===== src/cvt_pkg.sv =====
// Package: shared constants of the colour vote table classifier.
package cvt_pkg;

    localparam int CELLS_Y = 64;
    localparam int CELLS_U = 64;
    localparam int CELLS_V = 64;
    localparam int CLASSES = 10;

    localparam int YW = (CELLS_Y > 1) ? $clog2(CELLS_Y) : 1;
    localparam int UW = (CELLS_U > 1) ? $clog2(CELLS_U) : 1;
    localparam int VW = (CELLS_V > 1) ? $clog2(CELLS_V) : 1;
    localparam int CW = $clog2(CLASSES);
    localparam int N_CELLS = CELLS_Y * CELLS_U * CELLS_V;
    localparam int CELL_AW = $clog2(N_CELLS);
    localparam int N_WEIGHTS = N_CELLS * CLASSES;
    localparam int WEIGHT_AW = $clog2(N_WEIGHTS);
    localparam int CLEAR_W = WEIGHT_AW + 1;

    localparam logic [3:0] NO_WINNER = 4'd15;

    localparam logic [1:0] CMD_ADD = 2'd0;
    localparam logic [1:0] CMD_SUB = 2'd1;
    localparam logic [1:0] CMD_LOOKUP = 2'd2;
    localparam logic [1:0] CMD_NEIGH = 2'd3;

    localparam logic [1:0] REG_THRESHOLD = 2'd0;
    localparam logic [1:0] REG_UNCLASS = 2'd1;

endpackage


===== src/cvt_regs.sv =====
// APB configuration registers of the classifier.
module cvt_regs (
    input  logic        clk,
    input  logic        rst_n,
    input  logic        psel,
    input  logic        penable,
    input  logic        pwrite,
    input  logic [2:0]  paddr,
    input  logic [31:0] pwdata,
    output logic [31:0] prdata,
    output logic        pready,
    output logic [31:0] threshold,
    output logic [3:0]  unclass_code
);

    localparam logic REG_SEL_T = cvt_pkg::REG_THRESHOLD[0];

    logic [31:0] threshold_reg;
    logic [3:0]  unclass_reg;
    logic        wr;

    assign pready = 1'b1;
    assign wr = psel && penable && pwrite;

    always_ff @(posedge clk or negedge rst_n)
    begin
        if (!rst_n)
        begin
            threshold_reg <= 32'h8000_0000;
            unclass_reg   <= 4'd15;
        end
        else if (wr && paddr[1:0] == 2'b00)
        begin
            unique case (paddr[2])
                REG_SEL_T:
                begin
                    threshold_reg <= pwdata;
                end
                default:
                begin
                    unclass_reg <= pwdata[3:0];
                end
            endcase
        end
    end

    always_comb
    begin
        prdata = 32'd0;
        if (paddr[1:0] == 2'b00)
        begin
            unique case (paddr[2])
                REG_SEL_T:
                begin
                    prdata = threshold_reg;
                end
                default:
                begin
                    prdata = {28'd0, unclass_reg};
                end
            endcase
        end
    end

    assign threshold    = threshold_reg;
    assign unclass_code = unclass_reg;

endmodule


===== config.mk =====
export PLATFORM = sky130hd
export DESIGN_NAME = cvt_regs
export DESIGN_NICKNAME = d
export VERILOG_FILES = /design/src/cvt_pkg.sv /design/src/cvt_regs.sv
export SDC_FILE = /design/constraint.sdc
export NUM_CORES = 1
export LEC_CHECK = 0
export ABC_AREA = 1
export BUFFER_PORTS_ARGS = -buffer_cell sky130_fd_sc_hd__buf_2
export CAP_MARGIN = 5
export CORE_ASPECT_RATIO = 0.75
export CORE_UTILIZATION = 48
export CTS_CLUSTER_SIZE = 12
export DETAILED_ROUTE_END_ITERATION = 7
export PLACE_DENSITY = 0.9
export SLEW_MARGIN = 5
export SYNTH_ARGS = -nofsm -noshare
export SYNTH_HDL_FRONTEND = slang
export SYNTH_SLANG_ARGS = --single-unit

===== constraint.sdc =====
create_clock -name clk -period 1.7 [get_ports clk]
set_input_delay 0.17 -clock clk [delete_from_list [all_inputs] [get_ports clk]]
set_output_delay 0.17 -clock clk [all_outputs]
set_load 0.01 [all_outputs]

* Word-level counts from Yosys, hierarchy flattened
Cells that the tools add are included.
** Storage, ports and cells
- Input port bits :: 40
- Output and inout port bits :: 69
- Word-level logic and storage cells :: 11
- Flip-flop bits (word level) :: 36
** Operators by class
- Muxes and demuxes :: 2
- Reductions and logical operators :: 6
- Bitwise operators :: 1
** Operators by type and width (count)
- $mux 32 :: 2
- $reduce_and 2->1 :: 2
- $logic_and 1x1->1 :: 3
- $logic_not 2->1 :: 1
- $not 1->1 :: 1

* Logic depth before layout (Yosys ltp)
Gate-level depths: netlist of run 1.
- Depth in word-level cells :: 4
- Depth in mapped cells :: 6
- Depth with buffers taken out :: 5

* Least setup slack after synthesis of run 1
No wires, ideal clock.
- Path type :: reg-to-output
- Start :: reg unclass_reg[0], in the netlist unclass_code[0]
- End :: out prdata[0]
- Required time :: 1530 ps
- Path buffers :: 0
- Arrival time :: 808 ps
- Slack :: 722 ps
- Stages on the path, launching flop included :: 3
- Cells stage by stage :: dfstp_2 > inv_1 > a21oi_1
** On the way
- Cells in the longest elaborated chain, start to end :: 2
** RTL lines
- start, declared :: RTL line cvt_regs.sv:19 : logic [3:0] unclass_reg;
- start signal, assigned :: RTL line cvt_regs.sv:41 : unclass_reg <= pwdata[3:0];
- $mux 32 :: RTL line cvt_regs.sv:52 : unique case (paddr[2])
- $mux 32 :: RTL line cvt_regs.sv:50 : if (paddr[1:0] == 2'b00)
- end, declared :: RTL line cvt_regs.sv:10 : output logic [31:0] prdata,
No other way between the ends.

* Final worst setup path of run 1
- Start :: in paddr[2]
- End :: out prdata[19]
** On the way
- Cells in the longest elaborated chain, start to end :: 2
** RTL lines
- start, declared :: RTL line cvt_regs.sv:8 : input logic [2:0] paddr,
- $mux 32 :: RTL line cvt_regs.sv:52
- $mux 32 :: RTL line cvt_regs.sv:50
No other way between the ends.

==> results of run 1 <==
==> path summary, 6_finish.rpt <==
| kind | from | to | slack, ns | cells past startpoint |
|---|---|---|---|---|
| min in group asynchronous | rst_n | threshold[8]$_DFFE_PN0P_ | 0.37 | 2 |
| max | paddr[2] | prdata[19] | 0.36 | 6 |
| max in group asynchronous | rst_n | threshold[31]$_DFFE_PN1P_ | 0.79 | 3 |
| min reg2reg | threshold[31]$_DFFE_PN1P_ | threshold[31]$_DFFE_PN1P_ | 0.57 | 3 |
| max reg2reg | threshold[31]$_DFFE_PN1P_ | threshold[31]$_DFFE_PN1P_ | 0.84 | 3 |
| min | pwdata[31] | threshold[31]$_DFFE_PN1P_ | 0.11 | 3 |
==> logic make-up (layout without fill, tap and decap cells) <==
family          Yosys count  in the layout
other cells               1              1
simple gates            107            107
flops                    36             36
compound gates           44             44
buf+inv                  57            161
==> power groups by stage <==
stage               logic [uW]  clock network (uW)  registers (uW)
global route              1010                 781            1220
CTS                        915                 733            1190
floorplan                  436                   0            1300
detailed placement         912                   0            1200
global placement           892                   0            1200
finish                     906                 723            1200
==> cells in the mapped netlist <==
library cell / instances
o21bai_1: 30
nand2_4: 1
nor2_4: 2
buf_6: 5
dfstp_2: 5
inv_2: 1
o21bai_2: 6
inv_4: 1
buf_2: 5
inv_1: 38
nor2_1: 29
nand3_1: 36
nand2_1: 38
o21ai_0: 4
a21oi_1: 4
conb_1: 1
nand3_4: 1
dfrtp_1: 31
buf_4: 7
==> tightest hold or removal path: stages <==
cell and delay, ns:
buf_2 0.10, nand3_1 0.07, nand2_1 0.05
==> layout make-up <==
| class | count | area share |
|---|---|---|
| clock inverter | 2 | 0.01317 |
| sequential | 36 | 0.3410 |
| inverter | 40 | 0.05738 |
| multi-input combinational | 152 | 0.3081 |
| timing repair buffer | 113 | 0.2286 |
| clock buffer | 6 | 0.02728 |
| tap | 52 | 0.02446 |
==> stage by stage <==
stage               instances  worst slack, ns    util  instance area (um2)
finish                    401           0.3602  0.6950                 2660
global route              401           0.2928  0.6950                 2660
CTS                       401           0.3689  0.6950                 2660
detailed placement        392           0.3748  0.6643                 2542
global placement          392           0.4092  0.6643                 2542
floorplan                 245           0.7223       -                 2013
==> routing by layer <==
layer	GRT usage	vias up	wire length, um
met4	0.06044	0	30
met2	0.3929	83	2188
met3	0.05827	5	354
li1	-	969	-
met1	0.3014	882	2269
met5	0	-	0
==> cell usage in the layout, fill, tap and decap left out, types with 2 or more instances in the layout <==
cell and count:
dfrtp_1 31, o21bai_2 6, inv_1 38, buf_12 2
dfstp_2 5, clkbuf_8 5, buf_2 107, o21ai_0 4
buf_4 3, nand2_1 38, nor2_1 29, a21oi_1 4
nor2_4 2, nand3_1 36, o21bai_1 30
==> impl_metrics.toml, run 1 <==
[synth]
synth-adder-area-share = 0
synth_compound_area_frac = 0.1653
synth-simple-area-share = 0.2399
syn_nets = 285
synth_xor_area_frac = 0
syn-instance-count = 245
ys_seq_area_frac = 0.4506
synthMuxAreaShare = 0
yosys_warnings = 0
synth_top_family_by_area = "simple AND/OR/NAND/NOR gates"
yosysTopAreaCellShare = 0.3853
yosysUniqueCellTypes = 19
synth_area_leader_cell = "dfrtp_1"
avgSynthCellArea_um2 = 8.217
syn-cell-area_mm2 = 0.002013
synth.area.top_cells = "dfrtp_1 39%, o21bai_1 11%, nand3_1 8.9%"
synth_seq_cells = 36

[drt]
detail-route-antenna-nets = 0
drc = 0
routed_wirelength_um = 4843
firstDrtPassIters = 4
avgViaCountPerCell = 4.835
drt_iter0_drc = 96
vias = 1939
wl_per_cell_um = 12.08

[floorplanning]
start_util = 0.5260
fp.dieH_um = 58.09
num_rows = 19
core-area_mm2 = 0.003827
die_w_um = 76.78
ios = 109
die_area_mm2 = 0.004460

[critical_path]
cpMostUsedCell = "buf_2"
crit_slowest_cell = "nand2_4"
cp-end-kind = "output port"
critPathKind = "input pin to output port"
crit_chain = "buf_2 > inv_1 > nand2_4 > buf_4 > nor2_1 > buf_2"
critPathRequiredTime_ns = 1.53
arrival_ns = 1.17
critPathMaxStageDelay_ns = 0.25
critPathMaxFanout = 25
crit_buf_inv = 4
cp-start-kind = "input pin"
crit_family = "buffers and inverters"

[global_routing]
grt_pass1_vias = 1825
grtUsageTotal = 0.2325
grt_max_degree = 37
antenna_found_initial = 0
grt-ovfl-total = 0
grt_pass1_wl_um = 8114

[place]
dp_hpwl_um = 3476
port-buffer-count = 107
routabilityCongestion = 0.7643

[power]
p_sw_uw = 900.8
leakagePower_uw = 0.001510
clock_power_share = 0.256
pwr-share-seq = 0.423
power_uw = 2824
ir_drop_uv = 759.8
powerDensity_mw_per_mm2 = 1062
intPower_uw = 1923
p_comb_frac = 0.321
swShare = 0.3190

[timing]
finalClockSkew_ns = 0
setup_viol = 0
hold_viol_final = 0
rsz0062_at_grt = "false"
fmax_mhz = 746.4
fin_hold_ws_ns = 0.1051
slew_violations = 0
fin_crit_sh = 0.7881
final.setup.tns_ns = 0
period_minus_slack_ns = 1.340

[cts]
cts.path.max_buffers = 2
cts_root_buf = "clkbuf_8"
clock_sinks = 36
cts_buffers = 5
post_cts_buffers = 0
clkTransAtPathRegs_ns = 0.07
cts_resized = 0
cts_max_level = 2
cts_hold_buffers = 1
cts_tree = "yes"
clk_latency_ns = 0.28

[layout]
register_area_um2 = 907.1
largest_reg_flops = 32
area.growth.synth_to_final_pct = 32.13
multiInputGateArea_um2 = 819.5
layout.nets = 388
num_antenna_cells = 0
drive_gt1_frac = 0.3897
fill_cells = 323

[min_path]
hold_path_class = "input pin to flip-flop"

[status]
status = "finished, final reports clean"

[run]
drv_cap = 0
(Power assumes the default switching activity.)
==> run 2: changes to the inputs <==
Settings changed: CORE_UTILIZATION 48 to 45, PLACE_DENSITY 0.9 to 0.86.
Clock period 1.7 ns to 1.3 ns, I/O delays scaled along.
==> impl_metrics.toml, run 2 (synthesis gave the netlist of run 1 again) <==
[critical_path]
reg2reg_slack_ns = 0.41
critPathRequiredTime_ns = 1.17
crit_slowest_cell = "dfstp_2"
crit_family = "flip-flops"
crit_buf_inv = 2
cp-end-kind = "output port"
cp-start-kind = "flip-flop"
reg2reg_depth = 3
arrival_ns = 1.14
critPathKind = "flip-flop to output port"
r2r_end = "threshold[31]$_DFFE_PN1P_"
critPathMaxFanout = 2
reg2reg_from = "threshold[31]$_DFFE_PN1P_"
critPathMaxStageDelay_ns = 0.54
crit_chain = "inv_2 > a21oi_2 > buf_2"

[timing]
slew_violations = 0
fin_crit_sh = 0.9764
fmax_mhz = 787.8
final.setup.tns_ns = 0
hold_viol_final = 0
setup_viol = 0
finalClockSkew_ns = 0
setup_slack_ns = 0.03072
period_minus_slack_ns = 1.269

[power]
powerDensity_mw_per_mm2 = 1342
p_comb_frac = 0.335
leakagePower_uw = 0.001512
ir_drop_uv = 591.3
swShare = 0.3260
clock_power_share = 0.232
pwr-share-seq = 0.433
intPower_uw = 2426
p_sw_uw = 1174

[floorplanning]
fp.dieH_um = 59.93
die_w_um = 79.24
num_rows = 20
start_util = 0.4817
ios = 109
die_area_mm2 = 0.004748
core-area_mm2 = 0.004179

[global_routing]
grt_max_degree = 61
grt-ovfl-total = 0
grt_pass1_wl_um = 7583
grtUsageTotal = 0.2070
grt_pass1_vias = 1667
antenna_found_initial = 0

[cts]
clk_latency_ns = 0.28
cts_max_level = 2
cts.path.max_buffers = 2
clkTransAtPathRegs_ns = 0.07
cts_buffers = 5
post_cts_buffers = 0
cts_tree = "yes"
cts_root_buf = "clkbuf_8"
clock_sinks = 36

[layout]
layout_commonest_cell = "buf_2"
layout.nets = 390
largest_reg_flops = 32
final_cells = 405
mostFrequentLayoutCells = "107 x buf_2, 38 x nand2_1, 36 x inv_1, 36 x nand3_1, 31 x dfrtp_1"
num_antenna_cells = 0
area.growth.synth_to_final_pct = 33.25
final_util = 0.6419
drive_gt1_frac = 0.4114

[run]
drv_cap = 0

[min_path]
hold_path_class = "input pin to flip-flop"
min_delay_path_depth = 3
hold_start = "pwdata[16]"
worstHoldEndpoint = "threshold[16]$_DFFE_PN0P_"

[place]
routabilityCongestion = 0.8760
place_ws_ns = 0.2150
post-place-cells = 397
port-buffer-count = 107
dp_hpwl_um = 3444

[drt]
wl_per_cell_um = 12.01
vias = 1952
drt_iter0_drc = 114
detail-route-antenna-nets = 0
routed_wirelength_um = 4865
firstDrtPassIters = 4
drc = 0
avgViaCountPerCell = 4.820

[status]
status = "finished, final reports clean"
==> run 2: cell count changes in the layout (fill, tap and decap cells not counted), sizes merged <==
cell and delta:
buf +2, bufinv -1, clkbuf +1, clkinv -1
==> run 2: worst reg2reg max path, cell delays in order (launching register included) <==
cell	delay [ns]
dfstp_2	0.53
inv_1	0.06
o21bai_2	0.18
nand2_1	0.06
==> run 2: through the flow <==
step / hold WS [ns] / total power (uW) / area [um2]
finish: 0.07654 / 3600 / 2683
global route: 0.07280 / 3846 / 2683
CTS: 0.06625 / 3625 / 2668
detailed placement: 0.1020 / 2771 / 2561
global placement: 0.09405 / 2736 / 2561
floorplan: -0.1656 / 2270 / 2013
==> run 2: what timing repair did <==
item | in CTS | in global routing
setup endpoints to repair | 0 | 4
resized for setup | 0 | 6
hold buffers | 1 | 0
hold endpoints to repair | 14 | 0
==> run 2: per-layer routing <==
layer	vias up	wire, um	global-route usage
li1	974	-	-
met1	906	2300	0.2705
met2	70	2264	0.3399
met3	2	283	0.05496
met4	0	16	0.06234
met5	-	0	0
==> run 2: power groups by stage <==
| stage | registers [uW] | clock network, uW | logic, uW |
|---|---|---|---|
| 4_1_cts | 1560 | 864 | 1200 |
| 3_5_place_dp | 1570 | 0 | 1200 |
| 5_1_grt | 1590 | 909 | 1340 |
| 3_3_place_gp | 1570 | 0 | 1170 |
| 2_1_floorplan | 1700 | 0 | 570 |
| 6_report | 1560 | 834 | 1210 |
==> run 2: area by class of cell <==
type,count,area [um2]
clock buffers,7,96.34
fillers,375,1496
inverters,40,152.6
multi-input cells,152,834.6
flip-flops and latches,36,907.1
well taps,55,68.82
repair buffers,115,623.1
==> run 2: worst max path at each step <==
stage,to,cells after the start,startpoint,slack (ns)
floorplan,prdata[0],2,unclass_code[0]$_DFFE_PN1P_,0.36
global placement,prdata[6],6,paddr[1],0.25
global route,prdata[2],3,threshold[2]$_DFFE_PN0P_,-0.04
CTS,prdata[2],3,unclass_code[2]$_DFFE_PN1P_,0.0006
finish,prdata[2],3,unclass_code[2]$_DFFE_PN1P_,0.03
detailed placement,prdata[28],6,paddr[1],0.22
==> run 3: changes to the inputs <==
Settings changed: CORE_UTILIZATION 45 to 48, PLACE_DENSITY 0.86 to 0.9.
Clock period 1.3 ns to 1.5 ns, I/O delays scaled along.
==> impl_metrics.toml, run 3 (synthesis gave the netlist of run 1 again) <==
[place]
port-buffer-count = 107
dp_hpwl_um = 3570
routabilityCongestion = 0.8115

[drt]
drc = 0
wl_per_cell_um = 12.34
routed_wirelength_um = 4950
vias = 1951
avgViaCountPerCell = 4.865
firstDrtPassIters = 4
drt_iter0_drc = 120
detail-route-antenna-nets = 0

[global_routing]
grt_pass1_wl_um = 8128
grt_pass1_vias = 1790
grtUsageTotal = 0.2340
grt_max_degree = 37
grt-ovfl-total = 0
antenna_found_initial = 0

[floorplanning]
core-area_mm2 = 0.003827
die_area_mm2 = 0.004460
num_rows = 19
fp.dieH_um = 58.09
start_util = 0.5260
ios = 109
die_w_um = 76.78

[critical_path]
reg2reg_from = "unclass_code[2]$_DFFE_PN1P_"
crit_start = "unclass_code[1]$_DFFE_PN1P_"
r2r_end = "unclass_code[2]$_DFFE_PN1P_"
critPathKind = "flip-flop to output port"
critPathMaxStageDelay_ns = 0.53
critPathMaxFanout = 2
cp-end-kind = "output port"
crit_buf_inv = 2
crit_path_end = "prdata[1]"
arrival_ns = 1.16
cp-start-kind = "flip-flop"
worst-path-stages = 3
critPathRequiredTime_ns = 1.35
reg2reg_depth = 3
reg2reg_slack_ns = 0.63
crit_slowest_cell = "dfstp_2"
crit_chain = "inv_1 > a21oi_1 > buf_2"
crit_family = "flip-flops"

[layout]
layout_commonest_cell = "buf_2"
largest_reg_flops = 32
drive_gt1_frac = 0.3868
fill_cells = 344
layout.nets = 388
area.growth.synth_to_final_pct = 31.88
mostFrequentLayoutCells = "107 x buf_2, 38 x inv_1, 38 x nand2_1"
num_antenna_cells = 0

[timing]
hold_viol_final = 0
period_minus_slack_ns = 1.308
finalClockSkew_ns = 0
slew_violations = 0
fmax_mhz = 764.3
final.setup.tns_ns = 0
setup_viol = 0
rsz0062_at_grt = "false"
fin_crit_sh = 0.8723
fin_hold_ws_ns = 0.07890

[cts]
post_cts_buffers = 0
cts.path.max_buffers = 2
cts_root_buf = "clkbuf_8"
clk_latency_ns = 0.28
clock_sinks = 36
cts_max_level = 2
cts_hold_buffers = 1
cts_resized = 0
clkTransAtPathRegs_ns = 0.07
cts_buffers = 5
cts_tree = "yes"

[run]
drv_cap = 0

[power]
ir_drop_uv = 665.3
powerDensity_mw_per_mm2 = 1165
leakagePower_uw = 0.001507
power_uw = 3093

[status]
status = "finished, final reports clean"

[min_path]
hold_path_class = "input pin to flip-flop"
## run 3: cell count changes in the layout (fill, tap and decap cells not counted)
cell / before / now
a21oi_1: 0 / 4
a21oi_2: 4 / 0
buf_12: 2 / 3
buf_4: 5 / 2
clkbuf_1: 0 / 2
clkbuf_8: 7 / 6
inv_1: 36 / 38
inv_2: 3 / 1
## run 3: how the worst min path moves through the flow
stage	start	to	cells after the start
detailed placement	rst_n	threshold[28]$_DFFE_PN0P_	1
global route	pwdata[31]	threshold[31]$_DFFE_PN1P_	3
finish	pwdata[31]	threshold[31]$_DFFE_PN1P_	3
floorplan	rst_n	threshold[0]$_DFFE_PN0P_	0
CTS	pwdata[31]	threshold[31]$_DFFE_PN1P_	3
global placement	rst_n	threshold[28]$_DFFE_PN0P_	1
## run 3: worst reg2reg max path, cell delays in order, from the launching register on
cell and delay [ns]:
dfstp_2 0.53, inv_1 0.05, o21bai_1 0.16, nand2_1 0.08
## run 3: report_power, final
part / switching [uW] / internal (uW)
Sequential: 136 / 1220
Combinational: 569 / 466
Clock: 324 / 374
## run 3: layer usage
layer	GRT usage	part of all wire	up-vias	routed length, um
met5	0	0	-	0
met4	0.04945	0.0067	0	33
met3	0.06299	0.072	6	355
met2	0.3941	0.46	78	2256
met1	0.3061	0.47	902	2304
li1	-	-	965	-
## run 3: area by class of cell
type,count,area [um2],share of cell area
Sequential cell,36,907.1,0.3417
Multi-Input combinational cell,152,819.5,0.3087
Timing Repair Buffer,113,620.6,0.2337
Inverter,40,152.6,0.05749
Clock buffer,8,90.09,0.03393
Tap cell,52,65.06,0.02451
## run 3: through the flow
| stage | cell area [um2] | std cells | utilization | worst slack, ns |
|---|---|---|---|---|
| after CTS | 2655 | 401 | 0.6937 | 0.1984 |
| after global routing | 2655 | 401 | 0.6937 | 0.1469 |
| after detailed placement | 2555 | 392 | 0.6675 | 0.3063 |
| after global placement | 2555 | 392 | 0.6675 | 0.3439 |
| final | 2655 | 401 | 0.6937 | 0.1916 |
| after floorplan | 2013 | 245 | - | 0.5423 |
